File: config.mk
export PLATFORM = sky130hd
export DESIGN_NAME = lru_page_replacement
export DESIGN_NICKNAME = d
export VERILOG_FILES = /design/src/lpr_pkg.sv /design/src/lpr_frame_mem.sv /design/src/lpr_scan.sv /design/src/lru_page_replacement.sv
export SDC_FILE = /design/constraint.sdc
export NUM_CORES = 1
export LEC_CHECK = 0
export BUFFER_PORTS_ARGS = -buffer_cell sky130_fd_sc_hd__clkbuf_2
export CORE_ASPECT_RATIO = 0.5
export CORE_UTILIZATION = 50
export DETAILED_ROUTE_END_ITERATION = 6
export PLACE_DENSITY = 0.69
export RECOVER_POWER = 100
export SYNTH_ARGS = -nofsm -noshare
export SYNTH_HDL_FRONTEND = slang
export SYNTH_SLANG_ARGS = --single-unit
export TNS_END_PERCENT = 20
File: constraint.sdc
create_clock -name aclk -period 9.9 [get_ports aclk]
set_input_delay 0.99 -clock aclk [delete_from_list [all_inputs] [get_ports aclk]]
set_output_delay 0.99 -clock aclk [all_outputs]
set_load 0.01 [all_outputs]
File: src/lpr_pkg.sv
// Shared types and constants for the LRU page-replacement tracker.
`default_nettype none

package lpr_pkg;

    // Fixed widths of the channel fields.
    localparam int unsigned CFG_W    = 5;
    localparam int unsigned PAGE_W   = 16;
    localparam int unsigned FIDX_W   = 4;
    localparam int unsigned COUNT_W  = 32;
    localparam int unsigned STAMP_W  = 32;

    // Reset value of the frame count register.
    localparam logic [CFG_W-1:0] FRAME_COUNT_RESET = 5'd3;

    // Saturation value of the reference clock and both counters.
    localparam logic [COUNT_W-1:0] COUNT_MAX = '1;

    typedef enum logic [2:0] {
        ST_IDLE,
        ST_SCAN,
        ST_LAST,
        ST_UPDATE,
        ST_EMIT
    } lpr_state_t;

    // Control from the sequencer to the scan unit.
    typedef struct packed {
        logic clear;   // a new reference starts, drop the previous scan results
        logic step;    // read data for one frame is present this cycle
    } lpr_scan_ctl_t;

endpackage

`default_nettype wire

File: src/lpr_frame_mem.sv
// Frame table memory: one write port, one read port with registered read data.
`default_nettype none

module lpr_frame_mem #(
    parameter int unsigned DEPTH = 16,
    parameter int unsigned AW    = 4,
    parameter int unsigned DW    = 48
) (
    input  wire logic          aclk,
    input  wire logic          we,
    input  wire logic [AW-1:0] waddr,
    input  wire logic [DW-1:0] wdata,
    input  wire logic          re,
    input  wire logic [AW-1:0] raddr,
    output logic      [DW-1:0] rdata
);

    logic [DW-1:0] mem [DEPTH];

    always_ff @(posedge aclk) begin
        if (we) begin
            mem[waddr] <= wdata;
        end
    end

    always_ff @(posedge aclk) begin
        if (re) begin
            rdata <= mem[raddr];
        end
    end

endmodule

`default_nettype wire

File: src/lpr_scan.sv
// Scan unit: walks the frame entries, one per cycle while step is set, for match, free slot and oldest stamp.
`default_nettype none

module lpr_scan #(
    parameter int unsigned IW = 4,
    parameter int unsigned SW = 16
) (
    input  wire logic                          aclk,
    input  wire logic                          aresetn,
    input  wire lpr_pkg::lpr_scan_ctl_t        ctl,
    input  wire logic [IW-1:0]                 idx,
    input  wire logic                          entry_valid,
    input  wire logic [SW-1:0]                 entry_page,
    input  wire logic [lpr_pkg::STAMP_W-1:0]   entry_stamp,
    input  wire logic [SW-1:0]                 key,
    output logic                               found,
    output logic [IW-1:0]                      match_idx,
    output logic                               free_found,
    output logic [IW-1:0]                      free_idx,
    output logic [IW-1:0]                      min_idx,
    output logic [SW-1:0]                      min_page
);

    logic                          found_reg,      found_next;
    logic                          free_found_reg, free_found_next;
    logic                          have_min_reg,   have_min_next;
    logic [IW-1:0]                 match_idx_reg,  match_idx_next;
    logic [IW-1:0]                 free_idx_reg,   free_idx_next;
    logic [IW-1:0]                 min_idx_reg,    min_idx_next;
    logic [SW-1:0]                 min_page_reg,   min_page_next;
    logic [lpr_pkg::STAMP_W-1:0]   min_stamp_reg,  min_stamp_next;

    always_comb begin
        found_next      = found_reg;
        free_found_next = free_found_reg;
        have_min_next   = have_min_reg;
        match_idx_next  = match_idx_reg;
        free_idx_next   = free_idx_reg;
        min_idx_next    = min_idx_reg;
        min_page_next   = min_page_reg;
        min_stamp_next  = min_stamp_reg;
        if (ctl.clear) begin
            found_next      = 1'b0;
            free_found_next = 1'b0;
            have_min_next   = 1'b0;
        end else if (ctl.step) begin
            // Only the lowest-indexed match and free frame count.
            if (!found_reg && entry_valid && entry_page == key) begin
                found_next     = 1'b1;
                match_idx_next = idx;
            end
            if (!free_found_reg && !entry_valid) begin
                free_found_next = 1'b1;
                free_idx_next   = idx;
            end
            // Strict compare keeps the lowest index on equal stamps.
            if (!have_min_reg || entry_stamp < min_stamp_reg) begin
                have_min_next  = 1'b1;
                min_idx_next   = idx;
                min_page_next  = entry_page;
                min_stamp_next = entry_stamp;
            end
        end
    end

    always_ff @(posedge aclk) begin
        if (!aresetn) begin
            found_reg      <= 1'b0;
            free_found_reg <= 1'b0;
            have_min_reg   <= 1'b0;
        end else begin
            found_reg      <= found_next;
            free_found_reg <= free_found_next;
            have_min_reg   <= have_min_next;
        end
    end

    always_ff @(posedge aclk) begin
        match_idx_reg <= match_idx_next;
        free_idx_reg  <= free_idx_next;
        min_idx_reg   <= min_idx_next;
        min_page_reg  <= min_page_next;
        min_stamp_reg <= min_stamp_next;
    end

    assign found      = found_reg;
    assign match_idx  = match_idx_reg;
    assign free_found = free_found_reg;
    assign free_idx   = free_idx_reg;
    assign min_idx    = min_idx_reg;
    assign min_page   = min_page_reg;

endmodule

`default_nettype wire

File: src/lru_page_replacement.sv
// Top level of the LRU page-replacement tracker: sequencer, counters and output register.
`default_nettype none

// Each accepted reference passes from input transfer to a result in the output register
// through the sequencer states SCAN, LAST, UPDATE and EMIT: the
// frame table sits in a single-port-read memory that is scanned one entry per cycle,
// followed by the read latency in LAST, the write-back in UPDATE and the load of the
// output register in EMIT. A new reference is taken in the cycle after its
// predecessor's result is loaded, even if that result has not yet been
// transferred. A frame count of 0 acts as 1 and values above FRAMES act as FRAMES;
// it must only be written while no reference is in flight. A reference with
// last_ref set returns its result normally and then empties all frames and
// clears the reference clock and both totals. No clearing pass is needed
// after reset.
module lru_page_replacement #(
    parameter int unsigned FRAMES    = 16,
    parameter int unsigned PAGE_BITS = 16
) (
    input  wire logic                           aclk,
    input  wire logic                           aresetn,

    input  wire logic                           cfg_valid,
    output logic                                cfg_ready,
    input  wire logic [lpr_pkg::CFG_W-1:0]      cfg_frame_count,

    input  wire logic                           s_valid,
    output logic                                s_ready,
    input  wire logic [lpr_pkg::PAGE_W-1:0]     s_page,
    input  wire logic                           s_last_ref,

    output logic                                m_valid,
    input  wire logic                           m_ready,
    output logic                                m_hit,
    output logic [lpr_pkg::FIDX_W-1:0]          m_frame_index,
    output logic                                m_evicted_valid,
    output logic [lpr_pkg::PAGE_W-1:0]          m_evicted_page,
    output logic [lpr_pkg::COUNT_W-1:0]         m_hit_total,
    output logic [lpr_pkg::COUNT_W-1:0]         m_fault_total
);

    localparam int unsigned IW = (FRAMES > 1) ? $clog2(FRAMES) : 1;
    localparam int unsigned CW = $clog2(FRAMES + 1);
    // Pages never exceed the input field, so wider settings add only zeros.
    localparam int unsigned SW = (PAGE_BITS < lpr_pkg::PAGE_W) ? PAGE_BITS : lpr_pkg::PAGE_W;
    localparam int unsigned DW = SW + lpr_pkg::STAMP_W;

    lpr_pkg::lpr_state_t state_reg, state_next;

    logic [lpr_pkg::CFG_W-1:0]   frame_count_reg;
    logic [CW-1:0]               n_active;
    logic [CW-1:0]               n_reg;
    logic [SW-1:0]               key_reg;
    logic                        last_reg;
    logic [lpr_pkg::COUNT_W-1:0] ref_clock_reg, ref_clock_next;
    logic [lpr_pkg::COUNT_W-1:0] hit_count_reg, hit_count_next;
    logic [lpr_pkg::COUNT_W-1:0] fault_count_reg, fault_count_next;
    logic [FRAMES-1:0]           valid_reg;
    logic [IW-1:0]               rd_addr_reg;
    logic                        cmp_valid_reg;
    logic [IW-1:0]               cmp_idx_reg;

    logic                        in_xfer;
    logic                        rd_en;
    logic                        last_issue;
    logic                        do_update;
    logic                        emit_load;
    lpr_pkg::lpr_scan_ctl_t      scan_ctl;

    logic [DW-1:0]               rd_data;
    logic                        sc_found;
    logic [IW-1:0]               sc_match_idx;
    logic                        sc_free_found;
    logic [IW-1:0]               sc_free_idx;
    logic [IW-1:0]               sc_min_idx;
    logic [SW-1:0]               sc_min_page;
    logic [IW-1:0]               slot;
    logic                        evict;

    logic                        res_hit_reg;
    logic [IW-1:0]               res_idx_reg;
    logic                        res_evv_reg;
    logic [SW-1:0]               res_evp_reg;
    logic [lpr_pkg::COUNT_W-1:0] res_hits_reg;
    logic [lpr_pkg::COUNT_W-1:0] res_faults_reg;

    logic                        m_valid_reg;

    // Configuration register: always ready.
    assign cfg_ready = 1'b1;

    always_ff @(posedge aclk) begin
        if (!aresetn) begin
            frame_count_reg <= lpr_pkg::FRAME_COUNT_RESET;
        end else if (cfg_valid) begin
            frame_count_reg <= cfg_frame_count;
        end
    end

    always_comb begin
        if (frame_count_reg == '0) begin
            n_active = CW'(1);
        end else if (32'(frame_count_reg) > 32'(FRAMES)) begin
            n_active = CW'(FRAMES);
        end else begin
            n_active = CW'(frame_count_reg);
        end
    end

    // Sequencer: next state.
    always_comb begin
        state_next = state_reg;
        case (state_reg)
            lpr_pkg::ST_IDLE: begin
                if (s_valid) begin
                    state_next = lpr_pkg::ST_SCAN;
                end
            end
            lpr_pkg::ST_SCAN: begin
                if (last_issue) begin
                    state_next = lpr_pkg::ST_LAST;
                end
            end
            lpr_pkg::ST_LAST:   state_next = lpr_pkg::ST_UPDATE;
            lpr_pkg::ST_UPDATE: state_next = lpr_pkg::ST_EMIT;
            lpr_pkg::ST_EMIT: begin
                if (!m_valid_reg || m_ready) begin
                    state_next = lpr_pkg::ST_IDLE;
                end
            end
            default: state_next = lpr_pkg::ST_IDLE;
        endcase
    end

    // Sequencer: outputs.
    always_comb begin
        s_ready   = 1'b0;
        rd_en     = 1'b0;
        do_update = 1'b0;
        emit_load = 1'b0;
        case (state_reg)
            lpr_pkg::ST_IDLE:   s_ready   = 1'b1;
            lpr_pkg::ST_SCAN:   rd_en     = 1'b1;
            lpr_pkg::ST_LAST:   rd_en     = 1'b0;
            lpr_pkg::ST_UPDATE: do_update = 1'b1;
            lpr_pkg::ST_EMIT:   emit_load = !m_valid_reg || m_ready;
            default:            s_ready   = 1'b0;
        endcase
    end

    assign in_xfer        = s_valid && s_ready;
    assign last_issue     = (CW'(rd_addr_reg) + CW'(1)) == n_reg;
    assign scan_ctl.clear = in_xfer;
    assign scan_ctl.step  = cmp_valid_reg;

    always_ff @(posedge aclk) begin
        if (!aresetn) begin
            state_reg     <= lpr_pkg::ST_IDLE;
            cmp_valid_reg <= 1'b0;
        end else begin
            state_reg     <= state_next;
            cmp_valid_reg <= rd_en;
        end
    end

    always_ff @(posedge aclk) begin
        cmp_idx_reg <= rd_addr_reg;
        if (in_xfer) begin
            key_reg     <= SW'(s_page);
            last_reg    <= s_last_ref;
            n_reg       <= n_active;
            rd_addr_reg <= '0;
        end else if (rd_en) begin
            rd_addr_reg <= rd_addr_reg + IW'(1);
        end
    end

    lpr_frame_mem #(
        .DEPTH (FRAMES),
        .AW    (IW),
        .DW    (DW)
    ) u_mem (
        .aclk  (aclk),
        .we    (do_update),
        .waddr (slot),
        .wdata ({key_reg, ref_clock_reg}),
        .re    (rd_en),
        .raddr (rd_addr_reg),
        .rdata (rd_data)
    );

    lpr_scan #(
        .IW (IW),
        .SW (SW)
    ) u_scan (
        .aclk        (aclk),
        .aresetn     (aresetn),
        .ctl         (scan_ctl),
        .idx         (cmp_idx_reg),
        .entry_valid (valid_reg[cmp_idx_reg]),
        .entry_page  (rd_data[DW-1 -: SW]),
        .entry_stamp (rd_data[lpr_pkg::STAMP_W-1:0]),
        .key         (key_reg),
        .found       (sc_found),
        .match_idx   (sc_match_idx),
        .free_found  (sc_free_found),
        .free_idx    (sc_free_idx),
        .min_idx     (sc_min_idx),
        .min_page    (sc_min_page)
    );

    assign evict = !sc_found && !sc_free_found;

    always_comb begin
        if (sc_found) begin
            slot = sc_match_idx;
        end else if (sc_free_found) begin
            slot = sc_free_idx;
        end else begin
            slot = sc_min_idx;
        end
    end

    // Clock ticks when a reference is taken; counters move at write-back.
    always_comb begin
        ref_clock_next   = ref_clock_reg;
        hit_count_next   = hit_count_reg;
        fault_count_next = fault_count_reg;
        if (in_xfer && ref_clock_reg != lpr_pkg::COUNT_MAX) begin
            ref_clock_next = ref_clock_reg + lpr_pkg::COUNT_W'(1);
        end
        if (do_update) begin
            if (sc_found && hit_count_reg != lpr_pkg::COUNT_MAX) begin
                hit_count_next = hit_count_reg + lpr_pkg::COUNT_W'(1);
            end
            if (!sc_found && fault_count_reg != lpr_pkg::COUNT_MAX) begin
                fault_count_next = fault_count_reg + lpr_pkg::COUNT_W'(1);
            end
        end
    end

    always_ff @(posedge aclk) begin
        if (!aresetn) begin
            ref_clock_reg   <= '0;
            hit_count_reg   <= '0;
            fault_count_reg <= '0;
            valid_reg       <= '0;
        end else if (do_update && last_reg) begin
            // The result has been captured below, so the string can end here.
            ref_clock_reg   <= '0;
            hit_count_reg   <= '0;
            fault_count_reg <= '0;
            valid_reg       <= '0;
        end else begin
            ref_clock_reg   <= ref_clock_next;
            hit_count_reg   <= hit_count_next;
            fault_count_reg <= fault_count_next;
            if (do_update) begin
                valid_reg[slot] <= 1'b1;
            end
        end
    end

    always_ff @(posedge aclk) begin
        if (do_update) begin
            res_hit_reg    <= sc_found;
            res_idx_reg    <= slot;
            res_evv_reg    <= evict;
            res_evp_reg    <= evict ? sc_min_page : '0;
            res_hits_reg   <= hit_count_next;
            res_faults_reg <= fault_count_next;
        end
    end

    // Output register.
    always_ff @(posedge aclk) begin
        if (!aresetn) begin
            m_valid_reg <= 1'b0;
        end else if (emit_load) begin
            m_valid_reg <= 1'b1;
        end else if (m_ready) begin
            m_valid_reg <= 1'b0;
        end
    end

    always_ff @(posedge aclk) begin
        if (emit_load) begin
            m_hit           <= res_hit_reg;
            m_frame_index   <= lpr_pkg::FIDX_W'(res_idx_reg);
            m_evicted_valid <= res_evv_reg;
            m_evicted_page  <= lpr_pkg::PAGE_W'(res_evp_reg);
            m_hit_total     <= res_hits_reg;
            m_fault_total   <= res_faults_reg;
        end
    end

    assign m_valid = m_valid_reg;

    // A last reference leaves every frame empty.
    assert property (@(posedge aclk) disable iff (!aresetn)
        (do_update && last_reg) |=> (valid_reg == '0))
        else $error("frames not emptied after last reference");

    // A hit never reports an eviction.
    assert property (@(posedge aclk) disable iff (!aresetn)
        do_update |=> !(res_hit_reg && res_evv_reg))
        else $error("hit and eviction reported together");

    // The clock has ticked before any frame is scanned, so new stamps are never zero.
    assert property (@(posedge aclk) disable iff (!aresetn)
        (state_reg == lpr_pkg::ST_SCAN) |-> (ref_clock_reg != '0))
        else $error("reference clock did not tick");

    // The output register is only loaded when its previous result has left.
    assert property (@(posedge aclk) disable iff (!aresetn)
        (m_valid_reg && !m_ready) |=> $stable(m_hit_total) && $stable(m_frame_index))
        else $error("pending result overwritten");

endmodule

`default_nettype wire

==> impl_metrics.py, run 1 <==
metrics = {
    "grt": {
        "grt_overflow": 0,
        "grt_max_degree": 74,
        "grt_util_all_layers_pct": 20.5,
        "grt_pass1_vias": 22300,
        "grt_antenna_before_repair": 1,
        "grt_first_pass_wirelength_um": 141000,
    },
    "routing": {
        "wirelength_um": 93400,
        "vias_per_cell": 5.96,
        "antenna_left": 0,
        "vias": 22500,
        "avgRoutedWirePerCell_um": 24.8,
        "dr.pass1.iters": 5,
        "post-route-drc-count": 0,
        "drt_iter0_markers": 2185,
    },
    "synth": {
        "avgSynthCellArea_sq_um": 19.5,
        "syn-num-nets": 2406,
        "synth_top_area_share_pct": 70.3,
        "async_reset_ff_share_pct": 0,
        "synth_ff_type": "edfxtp_1",
        "ys_seq_elements": 1203,
        "ys_types": 68,
        "synth_area_leaders": "edfxtp_1, mux4_2, dfxtp_1",
        "synth_edf_count": 1070,
        "synth_area_leader_cell": "edfxtp_1",
        "yosysWarnings": 0,
        "ys_seq_area_share_pct": 76.1,
        "netlist_instances": 2342,
        "synthesis.area_sq_um": 45700,
    },
    "power_and_ir_drop": {
        "p_int_mw": 8.39,
        "leakagePower_nw": 14.6,
        "netSwitchingFraction_pct": 22.5,
        "p_seq_share_pct": 53.3,
        "powerDensity_nw_per_um2": 213,
        "vdd_drop_max_mv": 0.148,
        "clockPowerShare_pct": 37.1,
        "finalPower_mw": 10.8,
        "switching_power_mw": 2.43,
        "pwr-share-comb_pct": 9.7,
    },
    "final_layout": {
        "n_fill_cell": 6577,
        "largest_register_ffs": 768,
        "drive_gt1_share_pct": 17.5,
        "finalNetCount": 2565,
        "antenna-diode-count": 0,
        "reg_top3": "u_mem.mem x768, u_mem.rdata x48",
        "regMostFlops": "u_mem.mem",
        "regArea_sq_um": 34800,
        "area_delta_synth_final_pct": 11.2,
        "multi_input_area_sq_um": 10400,
    },
    "floorplanning": {
        "die_w_um": 430,
        "dieHeight_um": 216,
        "ios": 116,
        "core_area_sq_um": 89400,
        "initial_core_util_pct": 51.1,
        "dieArea_sq_um": 92700,
        "rows": 77,
    },
    "status": {
        "status": "finished, violations left",
        "violations": "max-capacitance violations, max-slew violations",
    },
    "setup_path": {
        "worst-setup-path-type": "reg -> reg",
        "critPathCaptureType": "register",
        "worst_r2r_path_depth": 5,
        "r2r-end": "u_mem.mem[5][36]$_DFFE_PP_",
        "cpPeakStageDelay_ns": 2.43,
        "worstPathArrival_ns": 6.85,
        "cp_num_buf_inv": 2,
        "crit_fanout": 34,
        "critPathTopFamily": "simple AND/OR/NAND/NOR gates",
        "cp.required_ns": 10.13,
        "cp_cell_sequence": "and3b_1, inv_1, or3b_2, nor2_1, clkbuf_1",
        "reg2reg_from": "state_reg[1]$_SDFFE_PN0P_",
        "startpoint_type": "register",
        "cp_slowest_cell": "clkbuf_1",
        "ff2ff_setup_slack_ns": 3.28,
    },
    "sta": {
        "fmax_mhz": 151,
        "hold_violations": 0,
        "max_slew_margin_pct": -209,
        "clock_skew_ns": 0.0177,
        "worst_pin_slew_ns": 4.63,
        "rsz0062_at_grt": "false",
        "fin_crit_ns": 6.62,
        "slew_viol_final": 1358,
        "setup_tns_ns": 0,
        "fin_crit_sh_pct": 66.9,
        "setup_viol": 0,
    },
    "min_path": {
        "worstHoldPathCells": 0,
        "whs_endpoint": "m_fault_total[30]$_DFFE_PP_",
        "hold_start": "res_faults_reg[30]$_DFFE_PP_",
        "holdCritPathClass": "reg -> reg",
    },
    "cts": {
        "cts_hold_buffers": 0,
        "cts_buffer_depth": 3,
        "cts_setup_buffers": 0,
        "htree_levels": 3,
        "cts-buffers-inserted": 102,
        "cts_sinks": 1203,
        "root_buffer": "clkbuf_16",
        "tritoncts": "built",
        "clkTransAtPathRegs_ns": 0.07,
        "cts_resized": 0,
        "clk_latency_ns": 0.70,
    },
    "place": {
        "portBuffers": 114,
        "gp_congestion": 0.796,
        "hpwl_um": 51100,
    },
    "flow_run": {
        "cap_viol_max_count": 37,
    },
}
-- synth_stat cells (all sizes together) (19+ instances only) --
master / n
edfxtp: 1070
mux4: 245
dfxtp: 133
nand2: 87
clkbuf: 67
nor2: 60
o21ai: 60
a21oi: 58
nand3: 51
nand4: 49
or3: 47
inv: 46
and2: 44
xnor2: 38
ha: 37
buf: 30
xor2: 28
o21a: 20
and4: 19
-- placed cells by master, fill, tap and decap left out, types with 14 or more instances in the layout --
master,instances
and3_1,18
edfxtp_1,1070
inv_1,46
clkinv_2,21
nand4_1,49
xor2_1,28
mux2i_1,18
clkbuf_16,106
clkinv_1,14
mux4_2,245
or3_1,47
nor2_1,57
dfxtp_1,131
nand2_1,86
clkbuf_1,144
xnor2_1,38
and2_1,27
and4_1,19
o21ai_0,60
and2_0,17
ha_1,37
a21oi_1,58
clkbuf_2,24
o21a_1,20
nand3_1,51
-- area by class of cell --
type / instances / share of cell area, %
inverters: 46 / 0.340
clock buffers: 136 / 5.54
flip-flops and latches: 1203 / 68.5
multi-input cells: 996 / 20.5
repair buffers: 152 / 1.25
well taps: 1185 / 2.92
clock inverters: 55 / 1.03
-- kinds of logic (layout without fill, tap and decap cells) --
group	after synthesis	after routing	share of synthesized area, %
flip-flops	1203	1203	76.1
AND/OR/NAND/NOR	437	437	5.25
multiplexers	268	268	12.6
AO/OA/AOI/OAI	187	187	2.54
buffers and inverters	143	389	1.22
XOR/XNOR	66	66	1.26
adder cells (fa/ha/maj)	37	37	1.01
other	1	1	0.00820
-- routing by layer --
layer / vias to the layer above / global-route usage [%] / part of all wire (%)
met1: 11800 / 31.0 / 45
li1: 9812 / - / -
met2: 790 / 31.3 / 46
met4: 0 / 4.26 / 1.7
met5: - / 0 / 0
met3: 125 / 3.86 / 7.2
-- worst max path at each step --
stage | cells after the start | to | startpoint | slack, ns
after detailed placement | 4 | u_mem.rdata[10]$_DFFE_PP_ | rd_addr_reg[0]$_SDFFE_PP0P_ | 5.93
after global routing | 5 | u_mem.mem[5][41]$_DFFE_PP_ | state_reg[1]$_SDFFE_PN0P_ | 3.06
after global placement | 4 | u_mem.rdata[11]$_DFFE_PP_ | rd_addr_reg[0]$_SDFFE_PP0P_ | 5.97
after CTS | 4 | u_mem.rdata[11]$_DFFE_PP_ | rd_addr_reg[0]$_SDFFE_PP0P_ | 5.89
final | 5 | u_mem.mem[5][36]$_DFFE_PP_ | state_reg[1]$_SDFFE_PN0P_ | 3.28
after floorplan | 6 | u_mem.mem[1][0]$_DFFE_PP_ | state_reg[1]$_SDFFE_PN0P_ | 3.26
-- metrics by stage --
step	instances	utilization, %	hold WS, ns	instance area [sq um]	worst slack, ns
final	3773	56.9	0.416	50800	3.28
after global routing	3773	56.9	0.425	50800	3.06
after CTS	3773	57.3	0.420	51200	5.89
after detailed placement	3582	53.5	0.405	47900	5.93
after global placement	3582	53.5	0.401	47900	5.97
after floorplan	2342	-	0.329	45700	3.26
-- power groups by stage --
| stage | clock network [mW] | logic [mW] | registers, mW |
|---|---|---|---|
| 2_1_floorplan | 0 | 0.861 | 5.77 |
| 3_3_place_gp | 0 | 1.03 | 5.87 |
| 3_5_place_dp | 0 | 1.04 | 5.88 |
| 4_1_cts | 4.09 | 1.05 | 5.77 |
| 5_1_grt | 4.29 | 1.13 | 5.78 |
| 6_report | 4.01 | 1.05 | 5.76 |
(Power assumes the default switching activity.)
==> run 2, diff against run 1 <==
--- a/config.mk
+++ b/config.mk
@@ -9,7 +9,7 @@
 export CORE_ASPECT_RATIO = 0.5
 export CORE_UTILIZATION = 50
 export DETAILED_ROUTE_END_ITERATION = 6
-export PLACE_DENSITY = 0.69
+export PLACE_DENSITY = 0.66
 export RECOVER_POWER = 100
 export SYNTH_ARGS = -nofsm -noshare
 export SYNTH_HDL_FRONTEND = slang
==> constraint.sdc (replaced) <==
create_clock -name aclk -period 6.92 [get_ports aclk]
set_input_delay 0.692 -clock aclk [delete_from_list [all_inputs] [get_ports aclk]]
set_output_delay 0.692 -clock aclk [all_outputs]
set_load 0.01 [all_outputs]
==> impl_metrics.py, run 2 (synthesis results as in run 1) <==
metrics = {
    "status": {
        "status": "finished, violations left",
        "violations": "max-capacitance violations, max-slew violations",
    },
    "sta": {
        "fin_ws_ns": 1.97,
        "slew_viol_final": 456,
        "clock_skew_ns": 0.0337,
        "hold_violations": 0,
        "max_slew_margin_pct": -212,
        "worst_pin_slew_ns": 4.69,
        "setup_tns_ns": 0,
        "fin_crit_ns": 4.95,
        "rsz0062_at_grt": "false",
        "holdWs_ns": 0.172,
        "setup_viol": 0,
        "fin_crit_sh_pct": 71.5,
        "fmax_mhz": 202,
    },
    "cts": {
        "cts_buffer_depth": 3,
        "cts_setup_buffers": 0,
        "htree_levels": 3,
        "cts-buffers-inserted": 102,
        "clk_latency_ns": 0.70,
        "cts_hold_buffers": 0,
        "clkTransAtPathRegs_ns": 0.07,
        "root_buffer": "clkbuf_16",
        "tritoncts": "built",
        "cts_resized": 0,
        "cts_sinks": 1203,
    },
    "setup_path": {
        "crit_fanout": 53,
        "worst-setup-path-type": "reg -> reg",
        "startpoint_type": "register",
        "worst_r2r_path_depth": 6,
        "cp-endpoint": "rd_addr_reg[3]$_SDFFE_PP0P_",
        "ff2ff_setup_slack_ns": 1.97,
        "crit_path_start": "state_reg[0]$_SDFFE_PN0P_",
        "critPathCaptureType": "register",
        "r2r-end": "rd_addr_reg[3]$_SDFFE_PP0P_",
        "worstPathArrival_ns": 5.47,
        "cp.required_ns": 7.44,
        "reg2reg_from": "state_reg[0]$_SDFFE_PN0P_",
    },
    "final_layout": {
        "n_fill_cell": 6626,
        "final_cell_mix": "edfxtp_1, mux4_2, clkbuf_1",
        "drive_gt1_share_pct": 17.9,
        "largest_register_ffs": 768,
        "multi_input_area_sq_um": 10400,
        "final_common_cell": "edfxtp_1",
        "regMostFlops": "u_mem.mem",
        "final_cell_count_no_fill": 3771,
        "area_delta_synth_final_pct": 11.4,
        "final_cell_area_sq_um": 50900,
        "regArea_sq_um": 34800,
        "finalNetCount": 2565,
        "reg_top3": "u_mem.mem x768, u_mem.rdata x48",
    },
    "floorplanning": {
        "die_w_um": 430,
        "core_area_sq_um": 89400,
        "ios": 116,
        "dieArea_sq_um": 92700,
        "dieHeight_um": 216,
        "rows": 77,
        "initial_core_util_pct": 51.1,
    },
    "place": {
        "dpl_worst_slack_ns": 3.65,
        "placed_cell_area_sq_um": 47900,
        "post-place-cells": 3582,
        "gp_congestion": 0.823,
        "portBuffers": 114,
        "hpwl_um": 64200,
    },
    "min_path": {
        "holdCritPathClass": "in -> reg",
        "hold_start": "s_page[9]",
    },
    "flow_run": {
        "cap_viol_max_count": 13,
    },
    "grt": {
        "grt_first_pass_wirelength_um": 151000,
        "grt_overflow": 0,
        "grt_util_all_layers_pct": 22.8,
        "grt_max_degree": 151,
        "grt_antenna_before_repair": 6,
        "grt_pass1_vias": 22000,
    },
    "power_and_ir_drop": {
        "leakagePower_nw": 14.6,
        "vdd_drop_max_mv": 0.234,
        "powerDensity_nw_per_um2": 308,
    },
    "routing": {
        "vias": 22700,
        "antenna_left": 0,
        "dr.pass1.iters": 5,
        "vias_per_cell": 6.03,
        "post-route-drc-count": 0,
        "drt_iter0_markers": 2475,
        "wirelength_um": 105000,
        "avgRoutedWirePerCell_um": 27.8,
    },
}
run 2: changes by cell type in the layout (fill, tap and decap cells not counted), moves of 4 or more:
cell and change:
clkinv_2 -4, and2_0 +5, clkinv_1 -7, buf_4 +13
clkbuf_1 -5, and2_1 -5, clkbuf_8 +5
run 2: layer usage:
metal	share of wire [%]	vias to the layer above	GRT usage [%]
met5	0	-	0
met4	1.9	0	5.15
met3	14	131	10.6
met2	40	943	29.9
met1	44	11800	34.4
li1	-	9821	-
run 2: worst min path at each step:
| stage | cells past startpoint | slack, ns | to |
|---|---|---|---|
| after floorplan | 0 | 0.33 | cmp_idx_reg[2]$_DFF_P_ |
| after global placement | 0 | 0.40 | m_evicted_page[14]$_DFFE_PP_ |
| after detailed placement | 0 | 0.40 | m_fault_total[18]$_DFFE_PP_ |
| after CTS | 1 | 0.12 | key_reg[9]$_DFFE_PP_ |
| after global routing | 1 | 0.14 | key_reg[9]$_DFFE_PP_ |
| final | 1 | 0.17 | key_reg[9]$_DFFE_PP_ |
run 2: area by class of cell:
class / count / share of cell area, %
Tap cell: 1185 / 2.91
Sequential cell: 1203 / 68.3
Multi-Input combinational cell: 996 / 20.5
Clock buffer: 148 / 5.67
Antenna cell: 1 / 0.00491
Inverter: 46 / 0.339
Timing Repair Buffer: 152 / 1.40
Clock inverter: 40 / 0.862
run 2: through the flow:
step           power [mW]  utilization, %
6_report             15.7            57.0
4_1_cts              15.8            57.3
2_1_floorplan        9.49               -
3_3_place_gp         10.1            53.6
3_5_place_dp         10.1            53.6
5_1_grt              16.2            56.9
run 2: where the power goes:
part | switching (mW) | leakage, nW | internal, mW
logic | 0.809 | 3.35 | 0.746
registers | 0.318 | 9.65 | 8.04
clock network | 2.51 | 1.63 | 3.23
run 2: critical path, cell delays in order (launching register included):
cell	delay, ns
dfxtp_1	0.48
inv_1	0.14
nor3_2	0.18
clkbuf_1	3.27
nand4_1	0.35
xor2_1	0.27
nor2_1	0.05
==> run 3, diff against run 2 <==
--- a/config.mk
+++ b/config.mk
@@ -9,7 +9,7 @@
 export CORE_ASPECT_RATIO = 0.5
 export CORE_UTILIZATION = 50
 export DETAILED_ROUTE_END_ITERATION = 6
-export PLACE_DENSITY = 0.66
+export PLACE_DENSITY = 0.69
 export RECOVER_POWER = 100
 export SYNTH_ARGS = -nofsm -noshare
 export SYNTH_HDL_FRONTEND = slang
==> constraint.sdc (replaced) <==
create_clock -name aclk -period 4.3 [get_ports aclk]
set_input_delay 0.43 -clock aclk [delete_from_list [all_inputs] [get_ports aclk]]
set_output_delay 0.43 -clock aclk [all_outputs]
set_load 0.01 [all_outputs]
==> impl_metrics.py, run 3 (synthesis results as in run 1) <==
metrics = {
    "floorplanning": {
        "dieArea_sq_um": 92700,
        "initial_core_util_pct": 51.1,
        "ios": 116,
        "rows": 77,
        "die_w_um": 430,
        "core_area_sq_um": 89400,
        "dieHeight_um": 216,
    },
    "setup_path": {
        "worst-setup-path-type": "reg -> reg",
        "crit_fanout": 43,
        "ff2ff_setup_slack_ns": 0.74,
        "cp_cell_sequence": "and3b_4, inv_1, or3_1, nor2_1, clkbuf_4",
        "critPathCaptureType": "register",
        "critPathTopFamily": "simple AND/OR/NAND/NOR gates",
        "cp.required_ns": 4.59,
        "worst_r2r_path_depth": 5,
        "r2r-end": "u_mem.mem[8][6]$_DFFE_PP_",
        "cp_num_buf_inv": 2,
        "cpPeakStageDelay_ns": 0.97,
        "reg2reg_from": "state_reg[1]$_SDFFE_PN0P_",
        "cp_slowest_cell": "clkbuf_4",
        "worstPathArrival_ns": 3.85,
        "startpoint_type": "register",
        "cp_num_cells": 5,
    },
    "cts": {
        "clk_latency_ns": 0.69,
        "cts_setup_buffers": 0,
        "cts-buffers-inserted": 104,
        "root_buffer": "clkbuf_16",
        "htree_levels": 3,
        "cts_resized": 0,
        "clkTransAtPathRegs_ns": 0.06,
        "tritoncts": "built",
        "cts_buffer_depth": 3,
        "cts_sinks": 1203,
    },
    "sta": {
        "hold_violations": 0,
        "fin_crit_sh_pct": 82.8,
        "setup_viol": 0,
        "fmax_mhz": 281,
        "setup_tns_ns": 0,
        "worst_pin_slew_ns": 2.74,
        "clock_skew_ns": 0.0225,
        "fin_crit_ns": 3.56,
        "holdWs_ns": 0.107,
        "max_slew_margin_pct": -82.9,
        "rsz0062_at_grt": "false",
        "slew_viol_final": 324,
    },
    "power_and_ir_drop": {
        "leakagePower_nw": 14.9,
        "powerDensity_nw_per_um2": 487,
        "vdd_drop_max_mv": 0.366,
        "finalPower_mw": 25.1,
    },
    "place": {
        "gp_congestion": 0.785,
        "hpwl_um": 53300,
        "portBuffers": 114,
        "post-place-cells": 3606,
    },
    "status": {
        "violations": "max-capacitance violations, max-slew violations",
        "status": "finished, violations left",
    },
    "grt": {
        "grt_pass1_vias": 22600,
        "grt_max_degree": 85,
        "grt_first_pass_wirelength_um": 143000,
        "grt_overflow": 0,
        "grt_util_all_layers_pct": 20.8,
        "grt_antenna_before_repair": 1,
    },
    "final_layout": {
        "final_common_cell": "edfxtp_1",
        "utilization_pct": 57.6,
        "regMostFlops": "u_mem.mem",
        "reg_top3": "u_mem.mem x768, u_mem.rdata x48",
        "largest_register_ffs": 768,
        "finalNetCount": 2613,
        "area_delta_synth_final_pct": 12.7,
        "final_cell_mix": "edfxtp_1, mux4_2, dfxtp_1",
        "antenna-diode-count": 0,
        "drive_gt1_share_pct": 18.7,
        "final_cell_count_no_fill": 3817,
    },
    "routing": {
        "avgRoutedWirePerCell_um": 25.0,
        "wirelength_um": 95500,
        "vias": 22700,
        "post-route-drc-count": 0,
        "drt_iter0_markers": 2288,
        "dr.pass1.iters": 6,
        "antenna_left": 0,
        "vias_per_cell": 5.96,
    },
    "min_path": {
        "holdCritPathClass": "in -> reg",
        "worstHoldPathCells": 3,
        "hold_start": "cfg_valid",
        "whs_endpoint": "frame_count_reg[0]$_SDFFE_PN1P_",
    },
    "flow_run": {
        "cap_viol_max_count": 9,
    },
}
## run 3: changes by cell type in the layout (fill, tap and decap cells not counted), sizes merged
cell         previous run  this run
diode                   1         0
bufinv                  9        11
clkinv                 24        36
buf                    25        37
clkinvlp                3         2
dlygate4sd3             0        22
## run 3: timing repair
item | 4_1_cts | 5_1_grt
endpoints found under the hold margin | 22 | 0
setup endpoints to repair | 0 | 0
hold buffers | 22 | 0
## run 3: worst max path at each step
stage	startpoint	to	slack (ns)
6_report	state_reg[1]$_SDFFE_PN0P_	u_mem.mem[8][6]$_DFFE_PP_	0.74
5_1_grt	state_reg[1]$_SDFFE_PN0P_	u_mem.mem[8][6]$_DFFE_PP_	0.51
4_1_cts	state_reg[1]$_SDFFE_PN0P_	u_mem.mem[4][24]$_DFFE_PP_	1.13
3_5_place_dp	state_reg[1]$_SDFFE_PN0P_	u_mem.mem[6][29]$_DFFE_PP_	1.15
3_3_place_gp	state_reg[1]$_SDFFE_PN0P_	u_mem.mem[6][32]$_DFFE_PP_	1.26
2_1_floorplan	state_reg[1]$_SDFFE_PN0P_	u_mem.mem[1][0]$_DFFE_PP_	-0.97
## run 3: area by class of cell
class | instances | area, sq um
Clock buffer | 136 | 2800
Clock inverter | 53 | 537
Fill cell | 6556 | 37900
Inverter | 46 | 173
Multi-Input combinational cell | 996 | 10400
Sequential cell | 1203 | 34800
Tap cell | 1185 | 1480
Timing Repair Buffer | 198 | 1320
## run 3: power by group
group	internal [mW]	leakage, nW	switching (mW)
Combinational	1.31	3.64	1.18
Sequential	12.9	9.65	0.404
Clock	5.23	1.63	4.06
## run 3: routing by layer
layer / track usage [%] / wire [um]
met4: 4.46 / 1590
met2: 32.4 / 44900
met3: 4.41 / 6880
met5: 0 / 0
met1: 30.4 / 42100
## run 3: through the flow
step	instance area (sq um)	setup slack, ns
5_1_grt	51500	0.511
3_5_place_dp	48400	1.15
6_report	51500	0.741
3_3_place_gp	48400	1.26
2_1_floorplan	45700	-0.972
4_1_cts	51900	1.13
## run 3: worst min-delay path, cell delays in order
cell and delay, ns:
clkbuf_2 0.17, mux2i_1 0.09, nand2_1 0.06
